**config.mk**
```make
export PLATFORM = sky130hd
export DESIGN_NAME = sorted_priority_queue_unit
export DESIGN_NICKNAME = d
export VERILOG_FILES = /design/src/rtl/spq_pkg.sv /design/src/rtl/spq_cell.sv /design/src/rtl/sorted_priority_queue_unit.sv
export SDC_FILE = /design/constraint.sdc
export NUM_CORES = 2
export LEC_CHECK = 0
export BUFFER_PORTS_ARGS = -buffer_cell sky130_fd_sc_hd__buf_2
export CAP_MARGIN = 25
export CELL_PAD_IN_SITES_DETAIL_PLACEMENT = 0
export CELL_PAD_IN_SITES_GLOBAL_PLACEMENT = 1
export CORE_ASPECT_RATIO = 1.25
export CORE_MARGIN = 2
export CORE_UTILIZATION = 50
export DETAILED_ROUTE_END_ITERATION = 8
export PLACE_DENSITY_LB_ADDON = 0.1
export SETUP_SLACK_MARGIN = 0.5
export SLEW_MARGIN = 20
export SYNTH_ARGS = -nofsm -noshare
export SYNTH_HDL_FRONTEND = slang
export SYNTH_SLANG_ARGS = --single-unit
```
**constraint.sdc**
```tcl
create_clock -name i_clk -period 13.18 [get_ports i_clk]
set_input_delay 1.318 -clock i_clk [delete_from_list [all_inputs] [get_ports i_clk]]
set_output_delay 1.318 -clock i_clk [all_outputs]
set_load 0.05 [all_outputs]
```
**src/rtl/spq_pkg.sv**
```systemverilog
// Shared types and constants of the sorted priority queue.
// No dependencies; used by every file under rtl/.
package spq_pkg;

    localparam int DATA_W           = 32;
    localparam int OCC_W            = 5;
    localparam int DEFAULT_CAPACITY = 16;

    // Input tuser: request kind
    localparam logic ACT_PUSH = 1'b0;
    localparam logic ACT_POP  = 1'b1;

    // Output tuser: result status
    localparam logic [1:0] STATUS_DONE      = 2'd0;
    localparam logic [1:0] STATUS_POP_EMPTY = 2'd1;
    localparam logic [1:0] STATUS_PUSH_FULL = 2'd2;

    // Stream payload widths
    localparam int S_TDATA_W = 2 * DATA_W;
    localparam int M_FIELD_W = 2 * DATA_W + OCC_W;
    localparam int M_TDATA_W = ((M_FIELD_W + 7) / 8) * 8;

    typedef struct packed {
        logic signed [DATA_W-1:0] prio;
        logic signed [DATA_W-1:0] value;
    } t_entry;

    // Broadcast to every cell each cycle
    typedef struct packed {
        logic   push;
        logic   pop;
        t_entry new_entry;
    } t_cell_ctrl;

endpackage

```
**src/rtl/spq_cell.sv**
```systemverilog
// One storage cell of the sorted priority queue chain.
// Depends on spq_pkg (t_entry, t_cell_ctrl).
module spq_cell (
    input  logic                i_clk,
    input  spq_pkg::t_cell_ctrl i_ctrl,
    input  logic                i_valid,       // cell index below entry count
    input  spq_pkg::t_entry     i_left,        // neighbor nearer the head
    input  logic                i_left_behind, // new entry goes behind left neighbor
    input  spq_pkg::t_entry     i_right,       // neighbor nearer the tail
    output spq_pkg::t_entry     o_entry,
    output logic                o_behind       // new entry goes behind this cell
);

    spq_pkg::t_entry r_entry;
    spq_pkg::t_entry n_entry;

    // Equal priority keeps the stored entry ahead (arrival order)
    assign o_behind = i_valid && (r_entry.prio >= i_ctrl.new_entry.prio);
    assign o_entry  = r_entry;

    always_comb begin
        n_entry = r_entry;
        if (i_ctrl.push) begin
            if (!o_behind) begin
                n_entry = i_left_behind ? i_ctrl.new_entry : i_left;
            end
        end else if (i_ctrl.pop) begin
            n_entry = i_right;
        end
    end

    always_ff @(posedge i_clk) begin
        r_entry <= n_entry;
    end

endmodule

```
**src/rtl/sorted_priority_queue_unit.sv**
```systemverilog
// Sorted priority queue: top level, a chain of spq_cell storage cells.
// Depends on spq_pkg and spq_cell.
//
// Bounded priority queue of CAPACITY entries kept sorted by descending signed
// priority in a chain of cells, head in cell 0. Every input item is a push
// (tuser = 0) or a pop (tuser = 1) and produces exactly one result item. A
// push compares its priority against all cells at once; each cell decides
// locally to keep its entry, take the new one or take its left neighbor's,
// so the insert is a single shift. Entries of equal priority leave in
// arrival order. A pop shifts every cell one place toward the head. A push
// into a full queue is dropped with status 2; a pop on an empty queue
// returns status 1. Value and priority are zero unless a pop succeeded.
// Occupancy after the operation is reported in 5 bits (low bits if
// CAPACITY is larger). Rate: one item per clock unless the output stalls;
// the path is one 32-bit signed compare per cell plus the cell's select.
// The result sits in an output register, so a new item is taken whenever
// that register is empty or being drained. No clearing pass after reset.
module sorted_priority_queue_unit #(
    parameter int CAPACITY = spq_pkg::DEFAULT_CAPACITY
) (
    input  logic                          i_clk,
    input  logic                          i_rst_n,
    // Input stream
    input  logic                          i_s_axis_tvalid,
    output logic                          o_s_axis_tready,
    input  logic [spq_pkg::S_TDATA_W-1:0] i_s_axis_tdata,  // [31:0] value, [63:32] priority_req
    input  logic                          i_s_axis_tuser,  // [0] action
    // Result stream
    output logic                          o_m_axis_tvalid,
    input  logic                          i_m_axis_tready,
    output logic [spq_pkg::M_TDATA_W-1:0] o_m_axis_tdata,  // [31:0] out_value,
                                                           // [63:32] out_priority,
                                                           // [68:64] occupancy, rest zero
    output logic [1:0]                    o_m_axis_tuser   // [1:0] status
);

    localparam int CNT_W = $clog2(CAPACITY + 1);
    localparam logic [CNT_W-1:0] CNT_FULL = CNT_W'(CAPACITY);

    // Entry count (fill count of the chain)
    logic [CNT_W-1:0] r_count;
    logic [CNT_W-1:0] n_count;

    // Output register
    logic                            r_out_valid;
    spq_pkg::t_entry                 r_out_entry;
    spq_pkg::t_entry                 n_out_entry;
    logic [1:0]                      r_out_status;
    logic [1:0]                      n_out_status;
    logic [spq_pkg::OCC_W-1:0]       r_out_occ;

    logic                in_acc;
    logic                is_full;
    logic                is_empty;
    spq_pkg::t_cell_ctrl cell_ctrl;

    // Chain wiring
    spq_pkg::t_entry cell_entry  [CAPACITY];
    logic            cell_behind [CAPACITY];
    logic            cell_valid  [CAPACITY];

    assign o_s_axis_tready = !r_out_valid || i_m_axis_tready;
    assign in_acc          = i_s_axis_tvalid && o_s_axis_tready;
    assign is_full         = (r_count == CNT_FULL);
    assign is_empty        = (r_count == '0);

    assign cell_ctrl.new_entry.value = i_s_axis_tdata[spq_pkg::DATA_W-1:0];
    assign cell_ctrl.new_entry.prio  = i_s_axis_tdata[2*spq_pkg::DATA_W-1:spq_pkg::DATA_W];
    assign cell_ctrl.push = in_acc && (i_s_axis_tuser == spq_pkg::ACT_PUSH) && !is_full;
    assign cell_ctrl.pop  = in_acc && (i_s_axis_tuser == spq_pkg::ACT_POP) && !is_empty;

    for (genvar gi = 0; gi < CAPACITY; gi++) begin : g_cell
        localparam logic [CNT_W-1:0] IDX = CNT_W'(gi);

        spq_pkg::t_entry left_entry;
        spq_pkg::t_entry right_entry;
        logic            left_behind;

        assign cell_valid[gi] = (IDX < r_count);

        if (gi == 0) begin : g_head
            assign left_entry  = cell_ctrl.new_entry;
            assign left_behind = 1'b1;
        end else begin : g_body
            assign left_entry  = cell_entry[gi-1];
            assign left_behind = cell_behind[gi-1];
        end

        // Tail cell pulls in filler on pop; it lies beyond the count
        if (gi == CAPACITY - 1) begin : g_tail
            assign right_entry = cell_ctrl.new_entry;
        end else begin : g_mid
            assign right_entry = cell_entry[gi+1];
        end

        spq_cell u_cell (
            .i_clk         (i_clk),
            .i_ctrl        (cell_ctrl),
            .i_valid       (cell_valid[gi]),
            .i_left        (left_entry),
            .i_left_behind (left_behind),
            .i_right       (right_entry),
            .o_entry       (cell_entry[gi]),
            .o_behind      (cell_behind[gi])
        );
    end

    always_comb begin
        n_count      = r_count;
        n_out_entry  = '0;
        n_out_status = spq_pkg::STATUS_DONE;
        if (cell_ctrl.push) begin
            n_count = r_count + 1'b1;
        end else if (cell_ctrl.pop) begin
            n_count     = r_count - 1'b1;
            n_out_entry = cell_entry[0];
        end else if (i_s_axis_tuser == spq_pkg::ACT_PUSH) begin
            n_out_status = spq_pkg::STATUS_PUSH_FULL;
        end else begin
            n_out_status = spq_pkg::STATUS_POP_EMPTY;
        end
    end

    always_ff @(posedge i_clk) begin
        if (!i_rst_n) begin
            r_count     <= '0;
            r_out_valid <= 1'b0;
        end else begin
            r_count <= n_count;
            if (in_acc) begin
                r_out_valid <= 1'b1;
            end else if (i_m_axis_tready) begin
                r_out_valid <= 1'b0;
            end
        end
    end

    // Result payload, no reset
    always_ff @(posedge i_clk) begin
        if (in_acc) begin
            r_out_entry  <= n_out_entry;
            r_out_status <= n_out_status;
            r_out_occ    <= spq_pkg::OCC_W'(n_count);
        end
    end

    assign o_m_axis_tvalid = r_out_valid;
    assign o_m_axis_tuser  = r_out_status;
    assign o_m_axis_tdata  = spq_pkg::M_TDATA_W'({r_out_occ, r_out_entry.prio,
                                                   r_out_entry.value});

endmodule

```
# --- Word level (Yosys, flattened, before mapping) ---
# Index checks and enable logic that the tools add are counted.
word_totals:
  reg_bits: 1101
  latch_bits: 0
  mem_bits_rw: 0
  mem_bits_ro: 0
  inputBits: 69
  output_inout_bits: 76
  wordCells: 205
  mem_count: 0
op_classes:
  addsub: 2
  multipliers: 0
  n_div: 0
  n_lt_le_gt_ge: 32
  eq_ne: 17
  shifts: 0
  muxes: 68
  n_bitwise: 2
  reduce_logical: 46
ops:
  columns: ["operator", "count"]
  rows:
  - ["$mux 64", 63]
  - ["$ge 32x32->1", 16]
  - ["$lt 4x5->1 const A", 8]
  - ["$ne 2x2->1 const B", 16]
  - ["$reduce_and 2->1", 16]
  - ["$logic_and 1x1->1", 21]
  - ["$lt 3x5->1 const A", 4]
  - ["$lt 1x5->1 const A", 2]
  - ["$lt 2x5->1 const A", 2]
  - ["$mux 5", 2]
  - ["$add 5x1->5 const B", 1]
  - ["$eq 5x5->1 const B", 1]
  - ["$logic_not 5->1", 1]
  - ["$sub 5x1->5 const B", 1]
  - ["$reduce_bool 2->1", 2]
  - ["$reduce_or 2->1", 2]
  - ["$logic_not 1->1", 3]
  - ["$mux 1", 2]
  - ["$mux 2", 1]
  - ["$not 1->1", 2]
  - ["$logic_or 1x1->1", 1]

# --- Longest topological paths before layout ---
logic_depth:
  word_depth: 7
  ltp_mapped: 14
  depth_no_buf: 10

# --- By module ---
# From an unflattened synthesis, not the netlist that was laid out.
unflattened:
  hier_cells: 6547
  area_unflattened_um2: 68547.0
modules_own_cells:
  columns: ["mod", "instances", "cells_per_inst", "area_per_inst_um2", "seq_area_each_um2"]
  rows:
  - ["spq_cell at g_cell[0].u_cell ...", 14, 394, 4080.2, 1921.8]
  - ["spq_cell at g_cell[8].u_cell ...", 2, 395, 4075.2, 1921.8]
  - ["sorted_priority_queue_unit", 1, 241, 3274.4, 2252.2]

# --- Worst setup path after synthesis ---
# No wires, ideal clock.
synth_path:
  path_type: "input -> register"
  start: "in i_s_axis_tdata[33] in the netlist's numbering"
  end: "reg g_cell[9].u_cell.r_entry, in the netlist g_cell[9].u_cell.o_entry[0], enable pin"
  setup_time_ps: 574
  arrival_time_ps: 8436
  t_required_ps: 12606
  setup_slack_ps: 4170
  path_stages: 13
  n_path_buf: 4
  path_cell_list: "clkbuf_1 -> inv_1 -> ha_1 -> nor2b_1 -> o211ai_1 -> a21oi_1 -> o311a_1 -> or4_1 -> o221a_2 -> clkbuf_1 -> buf_4 -> buf_6 -> o21ai_0"
synth_between:
  elab_chain_cells: 4
synth_lines:
  columns: ["item", "line_no", "rtl"]
  rows:
  - ["start, declared", "sorted_priority_queue_unit.sv:26", "input logic [spq_pkg::S_TDATA_W-1:0] i_s_axis_tdata,"]
  - ["$ge 32x32->1", "spq_cell.sv:18", "assign o_behind = i_valid && (r_entry.prio >= i_ctrl.new_entry.prio);"]
  - ["$logic_and 1x1->1", "spq_cell.sv:18", null]
  - ["$ne 2x2->1 (no source line)", null, null]
  - ["$reduce_and 2->1 (no source line)", null, null]
  - ["end signal, assigned", "spq_cell.sv:33", "r_entry <= n_entry;"]
  - ["end, declared", "spq_cell.sv:14", "spq_pkg::t_entry r_entry;"]
# No other way between the ends.
# A chain may end at the register's enable or synchronous reset.

# --- Worst setup path in the final report ---
layout_path:
  start: "in i_s_axis_tdata[63] in the netlist's numbering"
  end: "reg g_cell[8].u_cell.r_entry, in the netlist g_cell[8].u_cell.o_entry[49], enable pin"
layout_between:
  elab_chain_cells: 4
layout_lines:
  columns: ["item", "line_no"]
  rows:
  - ["$ge 32x32->1", "spq_cell.sv:18"]
  - ["$logic_and 1x1->1", "spq_cell.sv:18"]
  - ["$ne 2x2->1 (no source line)", null]
  - ["$reduce_and 2->1 (no source line)", null]
  - ["end signal, assigned", "spq_cell.sv:33"]
  - ["end, declared", "spq_cell.sv:14"]
# No other way between the ends.

==> out/metrics.csv <==
metric,value,unit
status,completed,
pwr_density_cell,145.2,mW/mm2
cp_cell_sequence,buf_2 > inv_1 > ha_1 > nand4_1 > or4_1 > or3_1 > o2111a_2 > nor2_4 > buf_16 > buf_4 > o21ai_4 > buf_4,
synth_edf_count,1095,
async_flop_share,0,%
r2r_end,g_cell[8].u_cell.o_entry[49],
fillCellCount,11360,
setup_tns,0,ns
max_freq,157.6,MHz
fin_util,55.13,%
drc_errors,0,
place_congestion,0.9824,
critPathKind,input port to flop,
initial_core_util,50.53,%
leakage,26.95,nW
yosysWarnings,0,
clk_path_buf_depth,3,
critPathBufInv,5,
grt_pass1_vias,47470,
ir_drop,0.0001104,V
critPathMaxStageDelay,0.80,ns
worst_setup_path_start_kind,input port,
rsz0062_at_grt,no,
htreeDepth,3,
cts_resized,0,
startpoint,i_s_axis_tdata[63],
hold_class,flop to flop,
grt_overflow,0,
path_clk_slew,0.06,ns
crit_cells,12,
pin_count,145,
syn_avg_cell_area,10.71,um2
cp_max_fo,44,
synthesis.area,0.06505,mm2
worst_ep_required_time,13.56,ns
drive_gt1_share,8.230,%
cts_tree,built,
slew_headroom,19.24,%
crit_end,g_cell[8].u_cell.o_entry[49],
seqCellArea,0.03300,mm2
std_cell_rows,147,
timing_worst_slew_pin_value,1.211,ns
setup_violations,0,
hold_buffers,0,
die_x,326.6,um
core_area,0.1287,mm2
port_buffers,141,
critPathArrivalTime,6.72,ns
fin_crit_sh,48.15,%
area_growth,9.107,%
cpLargestDelayFamily,buffers and inverters,
cp_common_cell,buf_4,
yosysSeqAreaShare,50.73,%
syn_inst,6076,
grt_first_pass_wirelength,325700,um
multi_input_area,0.03025,mm2
finalWirelength,224600,um
crit_path_end_kind,flop,
post_cts_buffers,0,
hold_depth,2,
clock_sinks,1101,
antenna_found_initial,8,
root_buffer,clkbuf_16,
maxCapViolations,0,
vias_per_cell,6.329,
grt_util_all_layers,32.97,%
hpwl,143500,um
worstSkewPairLatency,0.78,ns
drv_slew,0,
die_h,407.3,um
synth_ff_type,edfxtp_1,
grt_max_degree,254,
cts_buffers,116,
finalInstanceArea,0.07098,mm2
via_count,49490,
slowest_stage,buf_4,
fin_skew,0.03898,ns
ff2ff_path_depth,10,
place_area,0.06722,mm2
ant_nets,0,
drt_iter0_drc,5476,
wl_per_cell,28.72,um
dieArea,0.1330,mm2
r2r_start,g_cell[8].u_cell.o_entry[63],
firstDrtPassIters,6,
nNetsFinal,6589,
synth_cell_types,80,
ys_ff_latch,1101,
period_needed,6.346,ns
hold_violations,0,
r2r_slack,7.65,ns
==> cell usage after synthesis, types with 13 or more instances <==
master	number	area share (%)
and2_1	73	0.70
edfxtp_1	1095	51
a21oi_1	430	3.3
mux2_2	64	1.1
nand2_1	1058	6.1
nand4_1	115	1.1
inv_1	73	0.42
buf_1	16	0.092
clkbuf_1	310	1.8
a21o_1	45	0.52
buf_4	30	0.35
mux2i_1	693	11
nor2b_1	21	0.20
o21a_1	13	0.15
o21ai_1	90	0.69
ha_1	515	9.9
buf_2	58	0.45
o21ai_0	692	5.3
o211ai_1	117	1.4
nor3_1	20	0.15
nor2_1	171	0.99
nor4_1	13	0.13
a21boi_0	15	0.17
nand3_1	173	1.3
==> flip-flops by register name (all words and copies together) (netlist names) <==
signal	flops
g_cell.u_cell.o_entry	1024
o_m_axis_tdata	64
r_count	5
r_out_occ	5
o_m_axis_tuser	2
o_m_axis_tvalid	1
==> worst min-delay path by stage <==
stage	to	startpoint	slack (ns)
floorplan	g_cell[14].u_cell.o_entry[0]	g_cell[15].u_cell.o_entry[0]	0.51
global placement	o_m_axis_tvalid	o_m_axis_tvalid	0.51
detailed placement	g_cell[14].u_cell.o_entry[29]	g_cell[15].u_cell.o_entry[29]	0.53
CTS	o_m_axis_tvalid	o_m_axis_tvalid	0.54
global route	g_cell[14].u_cell.o_entry[6]	g_cell[15].u_cell.o_entry[6]	0.56
finish	g_cell[14].u_cell.o_entry[20]	g_cell[15].u_cell.o_entry[20]	0.54
==> worst min-delay path: cells and delay by family, from the launching register on <==
kind / cells / cell delay, ns
AOI/OAI and AO/OA: 1 / 0.07
DFF: 1 / 0.32
and+or+nand+nor: 1 / 0.04
==> area by class of cell <==
type	instances	share of cell area, %
repair buffers	234	2.304
clock buffers	146	4.248
inverters	73	0.3896
clock inverters	67	0.9008
multi-input cells	4479	42.62
flip-flops and latches	1101	46.50
well taps	1713	3.020
diodes	6	0.02115
==> cells by family after synthesis <==
kind of cell	count (synthesis)	share of synthesized area, %
XOR/XNOR	3	0.04040
buffers and inverters	498	3.285
multiplexers	757	11.77
other	1	0.005765
AO/OA/AOI/OAI	1506	12.94
flip-flops	1101	50.73
AND/OR/NAND/NOR	1695	11.32
adder cells (fa/ha/maj)	515	9.905
==> report_power, final <==
part	internal, mW	total (mW)	switching, mW	leakage [nW]
clock	1.78	3.28	1.50	1.76
sequential	4.47	4.81	0.337	10.4
combinational	0.709	2.22	1.51	14.7
total	6.96	10.3	3.35	26.9
==> layer usage <==
metal | track usage, % | share of wire [%]
met5 | 0 | 0.0058
met3 | 4.311 | 7.1
met1 | 44.04 | 41
met2 | 53.26 | 47
met4 | 15.58 | 5.0
==> per-stage QoR <==
stage | instances | hold WS [ns] | power (mW) | setup WS, ns
2_1_floorplan | 6078 | 0.5142 | 6.181 | 4.170
3_3_place_gp | 7590 | 0.5139 | 6.991 | 5.645
3_5_place_dp | 7597 | 0.5303 | 7.050 | 6.181
4_1_cts | 7810 | 0.5417 | 10.32 | 6.987
5_1_grt | 7817 | 0.5603 | 10.71 | 6.774
6_report | 7819 | 0.5449 | 10.31 | 6.834
==> cells in the final DEF, fill, tap and decap left out, types with 21 or more instances in the layout <==
master and n:
clkinv_1 29, o21ai_0 680, buf_2 141, clkbuf_1 30
mux2_2 64, and2_1 73, nor2_1 170, mux2i_1 693
nand3_1 173, a21oi_1 429, o211ai_1 117, clkbuf_16 116
edfxtp_1 1095, nand2_1 1052, ha_1 515, nand4_1 115
buf_4 78, a21o_1 45, o21ai_1 90, nor2b_1 21
inv_1 72
Note: power is estimated with default switching activity, not from simulation.
